[src/hdl/isetb_pkg.sv]
// Shared constants, codes and controller/datapath interface types for the interval set table.
package isetb_pkg;
    localparam int MAX_RANGES_DEF = 16;
    localparam int DAY_W          = 22;
    localparam int ACT_W          = 2;
    localparam int STATUS_W       = 2;
    localparam int RCOUNT_W       = 5;

    localparam logic [ACT_W-1:0] ACT_ADD    = 2'd0;
    localparam logic [ACT_W-1:0] ACT_REMOVE = 2'd1;
    localparam logic [ACT_W-1:0] ACT_QUERY  = 2'd2;
    localparam logic [ACT_W-1:0] ACT_NONE   = 2'd3;

    localparam logic [STATUS_W-1:0] ST_OK   = 2'd0;
    localparam logic [STATUS_W-1:0] ST_FULL = 2'd1;
    localparam logic [STATUS_W-1:0] ST_BAD  = 2'd2;

    typedef enum logic [2:0] {
        S_IDLE,
        S_SCAN,
        S_EVAL,
        S_PUSH2,
        S_FINAL,
        S_DONE
    } state_t;

    typedef struct packed {
        logic load;
        logic rd;
        logic ev;
        logic push2;
        logic fin;
        logic done;
    } cmd_t;

    typedef struct packed {
        logic skip;
        logic scan_done;
        logic pend_b;
        logic is_add;
    } sts_t;
endpackage

[src/hdl/isetb_ctrl.sv]
// Sequencer for the interval set table: scans, evaluates and commits one item.
module isetb_ctrl (
    input  logic           clk,
    input  logic           rst_n,
    input  logic           start,
    input  isetb_pkg::sts_t sts,
    output isetb_pkg::cmd_t cmd,
    output logic           busy
);
    import isetb_pkg::*;

    state_t state_reg, state_next;

    always_ff @(posedge clk or negedge rst_n)
    begin
        if (!rst_n)
        begin
            state_reg <= S_IDLE;
        end
        else
        begin
            state_reg <= state_next;
        end
    end

    always_comb
    begin
        state_next = state_reg;
        unique case (state_reg)
            S_IDLE:  if (start) state_next = S_SCAN;
            S_SCAN:
            begin
                if (sts.skip)
                    state_next = S_DONE;
                else if (sts.scan_done)
                    state_next = sts.is_add ? S_FINAL : S_DONE;
                else
                    state_next = S_EVAL;
            end
            S_EVAL:  state_next = sts.pend_b ? S_PUSH2 : S_SCAN;
            S_PUSH2: state_next = S_SCAN;
            S_FINAL: state_next = S_DONE;
            S_DONE:  state_next = S_IDLE;
            default: state_next = S_IDLE;
        endcase
    end

    always_comb
    begin
        cmd       = '0;
        cmd.load  = (state_reg == S_IDLE) && start;
        cmd.rd    = (state_reg == S_SCAN) && !sts.skip && !sts.scan_done;
        cmd.ev    = (state_reg == S_EVAL);
        cmd.push2 = (state_reg == S_PUSH2);
        cmd.fin   = (state_reg == S_FINAL);
        cmd.done  = (state_reg == S_DONE);
        busy      = (state_reg != S_IDLE);
    end
endmodule

[src/hdl/isetb_dp.sv]
// Datapath for the interval set table: two range banks, merge/split logic and result registers.
module isetb_dp #(
    parameter int MAX_RANGES = isetb_pkg::MAX_RANGES_DEF
) (
    input  logic                               clk,
    input  logic                               rst_n,
    input  isetb_pkg::cmd_t                    cmd,
    input  logic [isetb_pkg::ACT_W-1:0]        action,
    input  logic [isetb_pkg::DAY_W-1:0]        from_day,
    input  logic [isetb_pkg::DAY_W-1:0]        to_day,
    output isetb_pkg::sts_t                    sts,
    output logic                               done,
    output logic                               present,
    output logic [isetb_pkg::STATUS_W-1:0]     status,
    output logic [isetb_pkg::RCOUNT_W-1:0]     range_count
);
    import isetb_pkg::*;

    localparam int AW      = (MAX_RANGES > 1) ? $clog2(MAX_RANGES) : 1;
    localparam int BANK_SZ = 1 << AW;
    localparam int CW      = $clog2(MAX_RANGES + 1);
    localparam int NW      = $clog2(MAX_RANGES + 2);
    localparam int WW      = DAY_W + 1;

    // both banks in one array; bank_reg selects the live one
    logic [DAY_W-1:0] mem_first [2*BANK_SZ];
    logic [DAY_W-1:0] mem_last  [2*BANK_SZ];

    logic             bank_reg;
    logic [CW-1:0]    count_reg;
    logic [CW-1:0]    k_reg;
    logic [NW-1:0]    n_reg;
    logic [ACT_W-1:0] act_reg;
    logic             bad_reg;
    logic [WW-1:0]    lo_reg, hi_reg;
    logic             placed_reg, hit_reg;
    logic [DAY_W-1:0] rd_f_reg, rd_l_reg;
    logic [DAY_W-1:0] pb_f_reg, pb_l_reg;
    logic             done_reg, present_reg;
    logic [STATUS_W-1:0] status_reg;

    // evaluation of the entry just read
    logic [WW-1:0]    f_w, l_w;
    logic             c1_v, c2_v;
    logic [DAY_W-1:0] c1_f, c1_l, c2_f, c2_l;
    logic             wr_v;
    logic [DAY_W-1:0] wr_f, wr_l;
    logic             merge;
    logic [31:0]      count_x;

    always_comb
    begin
        f_w   = {1'b0, rd_f_reg};
        l_w   = {1'b0, rd_l_reg};
        c1_v  = 1'b0;
        c2_v  = 1'b0;
        c1_f  = rd_f_reg;
        c1_l  = rd_l_reg;
        c2_f  = rd_f_reg;
        c2_l  = rd_l_reg;
        merge = 1'b0;
        if (act_reg == ACT_ADD)
        begin
            if (l_w + 1'b1 < lo_reg)
            begin
                c1_v = 1'b1;
            end
            else if (f_w > hi_reg + 1'b1)
            begin
                c2_v = 1'b1;
                if (!placed_reg)
                begin
                    c1_v = 1'b1;
                    c1_f = lo_reg[DAY_W-1:0];
                    c1_l = hi_reg[DAY_W-1:0];
                end
            end
            else
            begin
                merge = 1'b1;
            end
        end
        else if (act_reg == ACT_REMOVE)
        begin
            if (l_w < lo_reg || f_w > hi_reg)
            begin
                c1_v = 1'b1;
            end
            else
            begin
                if (f_w < lo_reg)
                begin
                    c1_v = 1'b1;
                    c1_l = DAY_W'(lo_reg - 1'b1);
                end
                if (l_w > hi_reg)
                begin
                    c2_v = 1'b1;
                    c2_f = DAY_W'(hi_reg + 1'b1);
                end
            end
        end
        wr_v = 1'b0;
        wr_f = c1_f;
        wr_l = c1_l;
        if (cmd.ev)
        begin
            wr_v = c1_v || c2_v;
            wr_f = c1_v ? c1_f : c2_f;
            wr_l = c1_v ? c1_l : c2_l;
        end
        else if (cmd.push2)
        begin
            wr_v = 1'b1;
            wr_f = pb_f_reg;
            wr_l = pb_l_reg;
        end
        else if (cmd.fin)
        begin
            wr_v = !placed_reg;
            wr_f = lo_reg[DAY_W-1:0];
            wr_l = hi_reg[DAY_W-1:0];
        end
    end

    // build the new table in the idle bank; drop entries past capacity
    always_ff @(posedge clk)
    begin
        if (wr_v && n_reg < NW'(MAX_RANGES))
        begin
            mem_first[{~bank_reg, n_reg[AW-1:0]}] <= wr_f;
            mem_last [{~bank_reg, n_reg[AW-1:0]}] <= wr_l;
        end
        if (cmd.rd)
        begin
            rd_f_reg <= mem_first[{bank_reg, k_reg[AW-1:0]}];
            rd_l_reg <= mem_last [{bank_reg, k_reg[AW-1:0]}];
        end
        if (cmd.ev)
        begin
            pb_f_reg <= c2_f;
            pb_l_reg <= c2_l;
        end
        if (cmd.load)
        begin
            act_reg <= action;
            bad_reg <= (action != ACT_NONE) && (from_day > to_day);
            lo_reg  <= {1'b0, from_day};
            hi_reg  <= {1'b0, to_day};
        end
        else if (cmd.ev && merge)
        begin
            if (f_w < lo_reg) lo_reg <= f_w;
            if (l_w > hi_reg) hi_reg <= l_w;
        end
    end

    always_ff @(posedge clk or negedge rst_n)
    begin
        if (!rst_n)
        begin
            bank_reg    <= 1'b0;
            count_reg   <= '0;
            k_reg       <= '0;
            n_reg       <= '0;
            placed_reg  <= 1'b0;
            hit_reg     <= 1'b0;
            done_reg    <= 1'b0;
            present_reg <= 1'b0;
            status_reg  <= ST_OK;
        end
        else
        begin
            done_reg <= cmd.done;
            if (cmd.load)
            begin
                k_reg      <= '0;
                n_reg      <= '0;
                placed_reg <= 1'b0;
                hit_reg    <= 1'b0;
            end
            if (cmd.rd)
                k_reg <= k_reg + 1'b1;
            // saturate one past capacity: enough to flag a full table
            if (wr_v && n_reg <= NW'(MAX_RANGES))
                n_reg <= n_reg + 1'b1;
            if (cmd.ev && act_reg == ACT_ADD && c2_v)
                placed_reg <= 1'b1;
            if (cmd.ev && act_reg == ACT_QUERY
                && rd_f_reg <= lo_reg[DAY_W-1:0] && hi_reg[DAY_W-1:0] <= rd_l_reg)
                hit_reg <= 1'b1;
            if (cmd.done)
            begin
                present_reg <= 1'b0;
                status_reg  <= ST_OK;
                if (bad_reg)
                    status_reg <= ST_BAD;
                else if (act_reg == ACT_QUERY)
                    present_reg <= hit_reg;
                else if (act_reg == ACT_ADD || act_reg == ACT_REMOVE)
                begin
                    if (n_reg > NW'(MAX_RANGES))
                        status_reg <= ST_FULL;
                    else
                    begin
                        bank_reg  <= ~bank_reg;
                        count_reg <= CW'(n_reg);
                    end
                end
            end
        end
    end

    always_comb
    begin
        sts.skip      = bad_reg || (act_reg == ACT_NONE);
        sts.scan_done = (k_reg == count_reg);
        // the entry under evaluation writes two ranges; the second goes out next cycle
        sts.pend_b    = c1_v && c2_v;
        sts.is_add    = (act_reg == ACT_ADD);
        count_x       = 32'(count_reg);
        done          = done_reg;
        present       = present_reg;
        status        = status_reg;
        range_count   = count_x[RCOUNT_W-1:0];
    end
endmodule

[src/hdl/interval_set_table.sv]
// Interval set table top level: sorted disjoint day ranges with add, remove and query.
// Each stored range is read (SCAN) and evaluated (EVAL); the one range that splits or
//   follows the new range adds PUSH2; a last SCAN, FINAL (add only) and DONE finish.
// A new item waits for the last: busy is high until the result strobe on done, which lasts
//   exactly one cycle; the receiver cannot stall it.
// Reset (rst_n, asynchronous, active low) empties the table; range storage is not cleared.
module interval_set_table #(
    parameter int MAX_RANGES = isetb_pkg::MAX_RANGES_DEF
) (
    input  logic                            clk,
    input  logic                            rst_n,
    input  logic                            start,
    output logic                            busy,
    input  logic [isetb_pkg::ACT_W-1:0]     action,
    input  logic [isetb_pkg::DAY_W-1:0]     from_day,
    input  logic [isetb_pkg::DAY_W-1:0]     to_day,
    output logic                            done,
    output logic                            present,
    output logic [isetb_pkg::STATUS_W-1:0]  status,
    output logic [isetb_pkg::RCOUNT_W-1:0]  range_count
);
    import isetb_pkg::*;

    cmd_t cmd;
    sts_t sts;

    // Sequencer: one transfer in, scan the live bank, write the rebuilt table, then commit.
    isetb_ctrl u_ctrl (
        .clk   (clk),
        .rst_n (rst_n),
        .start (start),
        .sts   (sts),
        .cmd   (cmd),
        .busy  (busy)
    );

    // Datapath: ping-pong banks; a commit flips the bank, a full table keeps the old one.
    isetb_dp #(
        .MAX_RANGES (MAX_RANGES)
    ) u_dp (
        .clk         (clk),
        .rst_n       (rst_n),
        .cmd         (cmd),
        .action      (action),
        .from_day    (from_day),
        .to_day      (to_day),
        .sts         (sts),
        .done        (done),
        .present     (present),
        .status      (status),
        .range_count (range_count)
    );
endmodule
[config.mk]
export PLATFORM = sky130hd
export DESIGN_NAME = interval_set_table
export DESIGN_NICKNAME = d
export VERILOG_FILES = /design/src/hdl/isetb_pkg.sv /design/src/hdl/isetb_ctrl.sv /design/src/hdl/isetb_dp.sv /design/src/hdl/interval_set_table.sv
export SDC_FILE = /design/constraint.sdc
export NUM_CORES = 2
export LEC_CHECK = 0
export CORE_ASPECT_RATIO = 1.75
export CORE_MARGIN = 2
export CORE_UTILIZATION = 55
export DETAILED_ROUTE_END_ITERATION = 16
export DONT_BUFFER_PORTS = 1
export PLACE_DENSITY = 0.69
export SKIP_CTS_REPAIR_TIMING = 1
export SLEW_MARGIN = 10
export SYNTH_ARGS = -nofsm -noshare
export SYNTH_HDL_FRONTEND = slang
export SYNTH_SLANG_ARGS = --single-unit
[constraint.sdc]
create_clock -name clk -period 7.73 [get_ports clk]
set_input_delay 2.319 -clock clk [delete_from_list [all_inputs] [get_ports clk]]
set_output_delay 2.319 -clock clk [all_outputs]
set_load 0.01 [all_outputs]
==> impl_metrics.prom <==
# TYPE chip_impl_metric gauge
chip_impl_info{name="status",value="completed"} 1
chip_impl_metric{name="cts_buffers",unit=""} 138
chip_impl_info{name="crit_path_end_kind",value="flip-flop"} 1
chip_impl_info{name="r2r-end",value="u_dp.mem_last[16][10]"} 1
chip_impl_metric{name="die_width",unit="um"} 266
chip_impl_metric{name="route.vias.total",unit=""} 35316
chip_impl_metric{name="drt_wl_total",unit="um"} 188000
chip_impl_metric{name="grt_pass1_wl",unit="um"} 267000
chip_impl_info{name="synth-main-ff-cell",value="sky130_fd_sc_hd__edfxtp_1"} 1
chip_impl_metric{name="grt_use_total",unit=""} 0.310
chip_impl_info{name="layout.cells.most_common",value="sky130_fd_sc_hd__edfxtp_1"} 1
chip_impl_metric{name="power_leakage",unit="uW"} 0.0238
chip_impl_metric{name="critical_path.n_buffers_inverters",unit=""} 3
chip_impl_metric{name="critical_path_max_stage_delay",unit="ns"} 0.55
chip_impl_metric{name="clkTransAtPathRegs",unit="ns"} 0.07
chip_impl_metric{name="worst_hold_slack",unit="ns"} 0.492
chip_impl_metric{name="initial_utilization",unit=""} 0.553
chip_impl_info{name="cts.root.buffer_cell",value="sky130_fd_sc_hd__clkbuf_16"} 1
chip_impl_metric{name="first_iter_violations",unit=""} 4064
chip_impl_metric{name="worst_ir_drop_vdd",unit="V"} 0.000286
chip_impl_info{name="criticalPathCategory",value="flip-flop to flip-flop"} 1
chip_impl_info{name="critical_path.cell_chain",value="ha_1 > nand3_4 > nor4_4 > and2_1 > xnor2_1 > ha_1 > nand4_1 > nor2_1 > o311a_1 > nor3_1 > or4_1 > a21o_1 > buf_4 > o21a_1 > nand2_1 > nand3_1 > buf_4 > nor2_4 > buf_12"} 1
chip_impl_metric{name="hold_depth",unit=""} 2
chip_impl_metric{name="arrival_time_worst_endpoint",unit="ns"} 6.95
chip_impl_metric{name="drcViolationCount",unit=""} 0
chip_impl_metric{name="drive_above_1_share",unit=""} 0.254
chip_impl_metric{name="die-area",unit="um^2"} 123000
chip_impl_metric{name="layout.core_utilization",unit=""} 0.619
chip_impl_metric{name="io_pins",unit=""} 59
chip_impl_metric{name="worst_skew_pair.late_latency",unit="ns"} 0.76
chip_impl_metric{name="synth_sequential_area_ratio",unit=""} 0.710
chip_impl_info{name="hold_path_startpoint",value="u_dp.hit_reg"} 1
chip_impl_info{name="min_to",value="u_dp.hit_reg"} 1
chip_impl_metric{name="portion_of_netlist_area_occupied_by_mux_cells",unit=""} 0.163
chip_impl_metric{name="synth_cell_types",unit=""} 74
chip_impl_info{name="layout_common_cells",value="1543 x sky130_fd_sc_hd__edfxtp_1, 440 x sky130_fd_sc_hd__mux4_2, 173 x sky130_fd_sc_hd__nand2_1"} 1
chip_impl_info{name="synth_top_family_by_area",value="multiplexers"} 1
chip_impl_metric{name="post-route-min-period",unit="ns"} 6.53
chip_impl_info{name="hold_path_class",value="flip-flop to flip-flop"} 1
chip_impl_metric{name="area_share_of_the_largest_cell_type_after_synthesis",unit=""} 0.701
chip_impl_metric{name="pwr_density_cell",unit="nW/um^2"} 405
chip_impl_metric{name="timing.critical_path.required",unit="ns"} 8.16
chip_impl_metric{name="final_hold_viol_count",unit=""} 0
chip_impl_metric{name="async_set_or_reset_flop_fraction_in_the_synthesized_netlist",unit=""} 0.0159
chip_impl_info{name="timing.critical_path.slowest_stage_cell",value="sky130_fd_sc_hd__edfxtp_1"} 1
chip_impl_metric{name="synth_warnings",unit=""} 0
chip_impl_metric{name="syn_area",unit="um^2"} 66100
chip_impl_metric{name="io_buffers",unit=""} 0
chip_impl_metric{name="wl_per_cell",unit="um"} 36.1
chip_impl_metric{name="core-area",unit="um^2"} 120000
chip_impl_metric{name="antenna_found_initial",unit=""} 6
chip_impl_info{name="tritoncts",value="built"} 1
chip_impl_metric{name="max_slew_margin",unit=""} 0.261
chip_impl_metric{name="synth_xor_area_frac",unit=""} 0.00927
chip_impl_metric{name="synth_area_per_cell",unit="um^2"} 19.3
chip_impl_metric{name="place.gp.congestion",unit=""} 1.02
chip_impl_metric{name="dp.final_hpwl",unit="um"} 118000
chip_impl_metric{name="ys_seq_elements",unit=""} 1568
chip_impl_metric{name="post-route-period-util",unit=""} 0.844
chip_impl_metric{name="worst_clock_skew",unit="ns"} 0.0263
chip_impl_metric{name="largest_net_degree_at_the_start_of_global_routing",unit=""} 131
chip_impl_info{name="netlist.top_cell.by_area",value="sky130_fd_sc_hd__edfxtp_1"} 1
chip_impl_metric{name="cap_viol_max_count",unit=""} 0
chip_impl_info{name="critical-path-top-delay-family",value="simple AND/OR/NAND/NOR gates"} 1
chip_impl_info{name="crit_start",value="u_dp.hi_reg[1]"} 1
chip_impl_metric{name="synthToLayoutAreaGrowth",unit="%"} 12.1
chip_impl_metric{name="simple_gate_portion_of_the_synthesized_area",unit=""} 0.0351
chip_impl_metric{name="mappedNetlistNets",unit=""} 3635
chip_impl_info{name="start_kind",value="flip-flop"} 1
chip_impl_metric{name="cts_num_sinks",unit=""} 1568
chip_impl_metric{name="vias_per_cell",unit=""} 6.78
chip_impl_metric{name="maxClockFrequency",unit="MHz"} 153
chip_impl_metric{name="report.final.setup_viol",unit=""} 0
chip_impl_info{name="synth_top_cells_by_area",value="sky130_fd_sc_hd__edfxtp_1 70%, sky130_fd_sc_hd__mux4_2 15%, sky130_fd_sc_hd__ha_1 3.0%"} 1
chip_impl_metric{name="synth_enable_flop_cells",unit=""} 1543
chip_impl_metric{name="clock_tree.buffer_depth",unit=""} 3
chip_impl_metric{name="crit_fanout",unit=""} 24
chip_impl_metric{name="timing.reg2reg.worst_path_depth",unit=""} 19
chip_impl_metric{name="cts_htree_levels",unit=""} 4
chip_impl_metric{name="n_fill_cell",unit=""} 8145
chip_impl_metric{name="vias_in_the_first_global_route",unit=""} 36422
chip_impl_metric{name="placement_rows",unit=""} 168
chip_impl_metric{name="route.antenna.remaining_nets",unit=""} 0
chip_impl_metric{name="share_of_synthesized_cell_area_in_full_adder_half_adder_and_majority_cells",unit=""} 0.0301
chip_impl_info{name="grt_setup_unrepaired",value="false"} 1
chip_impl_metric{name="postSynthCellCount",unit=""} 3428
chip_impl_info{name="r2r_start",value="u_dp.hi_reg[1]"} 1
chip_impl_metric{name="drtPass1Iterations",unit=""} 6
chip_impl_metric{name="overflow",unit=""} 0
chip_impl_metric{name="nets_final",unit=""} 3773
chip_impl_metric{name="synth_compound_area_frac",unit=""} 0.0354
chip_impl_metric{name="worst_pin_slew",unit="ns"} 1.10
chip_impl_metric{name="final_max_slew_viol_count",unit=""} 0
chip_impl_metric{name="die-height",unit="um"} 463
chip_impl_metric{name="totalNegativeSetupSlack",unit="ns"} 0
chip_impl_metric{name="r2r_slack",unit="ns"} 1.20
==> where the power goes <==
group | total (uW) | internal [uW] | switching (uW)
logic | 9880 | 3470 | 6410
registers | 13100 | 12400 | 664
clock network | 7000 | 3900 | 3100
==> layer usage <==
metal,share of wire,GRT usage,wire length [um],vias to the layer above
met4,0.055,0.150,10300,8
met5,0.00028,0,53,-
met2,0.52,0.534,97700,1809
li1,-,-,-,14340
met1,0.36,0.385,66800,18725
met3,0.069,0.0476,13000,434
==> worst max path at each step <==
stage,to,slack (ns),depth (start not counted)
2_1_floorplan,u_dp.mem_first[4][0],1.62,20
3_3_place_gp,u_dp.mem_first[16][12],1.33,19
3_5_place_dp,u_dp.mem_last[26][2],1.28,20
4_1_cts,u_dp.mem_last[16][2],1.24,20
5_1_grt,u_dp.mem_last[19][4],0.81,20
6_report,u_dp.mem_last[16][10],1.20,19
==> cell type report <==
cell class,count,area (um^2),share of cell area
inverters,128,482,0.00650
diodes,5,12.5,0.000169
flip-flops and latches,1568,47000,0.634
clock inverters,86,938,0.0127
clock buffers,162,3640,0.0491
repair buffers,162,1730,0.0233
multi-input cells,1568,18400,0.248
well taps,1530,1910,0.0258
==> cell families after synthesis <==
family | after synthesis
flip-flops | 1568
multiplexers | 519
AND/OR/NAND/NOR | 475
AO/OA/AOI/OAI | 345
buffers and inverters | 292
adder cells (fa/ha/maj) | 159
XOR/XNOR | 70
==> worst register-to-register path: stages, from the launching register on <==
cell and delay (ns):
sky130_fd_sc_hd__edfxtp_1 0.55, sky130_fd_sc_hd__ha_1 0.30, sky130_fd_sc_hd__nand3_4 0.16, sky130_fd_sc_hd__nor4_4 0.53, sky130_fd_sc_hd__and2_1 0.35, sky130_fd_sc_hd__xnor2_1 0.13, sky130_fd_sc_hd__ha_1 0.32, sky130_fd_sc_hd__nand4_1 0.23
sky130_fd_sc_hd__nor2_1 0.43, sky130_fd_sc_hd__o311a_1 0.35, sky130_fd_sc_hd__nor3_1 0.07, sky130_fd_sc_hd__or4_1 0.51, sky130_fd_sc_hd__a21o_1 0.31, sky130_fd_sc_hd__buf_4 0.26, sky130_fd_sc_hd__o21a_1 0.27, sky130_fd_sc_hd__nand2_1 0.15
sky130_fd_sc_hd__nand3_1 0.10, sky130_fd_sc_hd__buf_4 0.23, sky130_fd_sc_hd__nor2_4 0.56, sky130_fd_sc_hd__buf_12 0.36
==> stage by stage <==
step	setup slack, ns	cells	cell area, um^2	total power, uW
after global placement	1.33	4956	69500	22700
after floorplan	1.62	3428	66100	18900
final	1.20	5209	74100	30000
after CTS	1.24	5204	74100	30100
after global routing	0.806	5207	74100	31000
after detailed placement	1.28	4956	69500	23100
==> cells in the mapped netlist (all sizes together) (26+ instances only) <==
cell type / instances
nor3: 34
ha: 158
nor2: 78
a21oi: 87
mux2i: 28
buf: 67
xnor2: 60
nand3: 58
inv: 127
o21ai: 87
a221o: 26
mux4: 440
edfxtp: 1543
nand2: 173
mux2: 51
nand4: 32
clkbuf: 97
No activity file was read; power rests on OpenSTA's default activity.
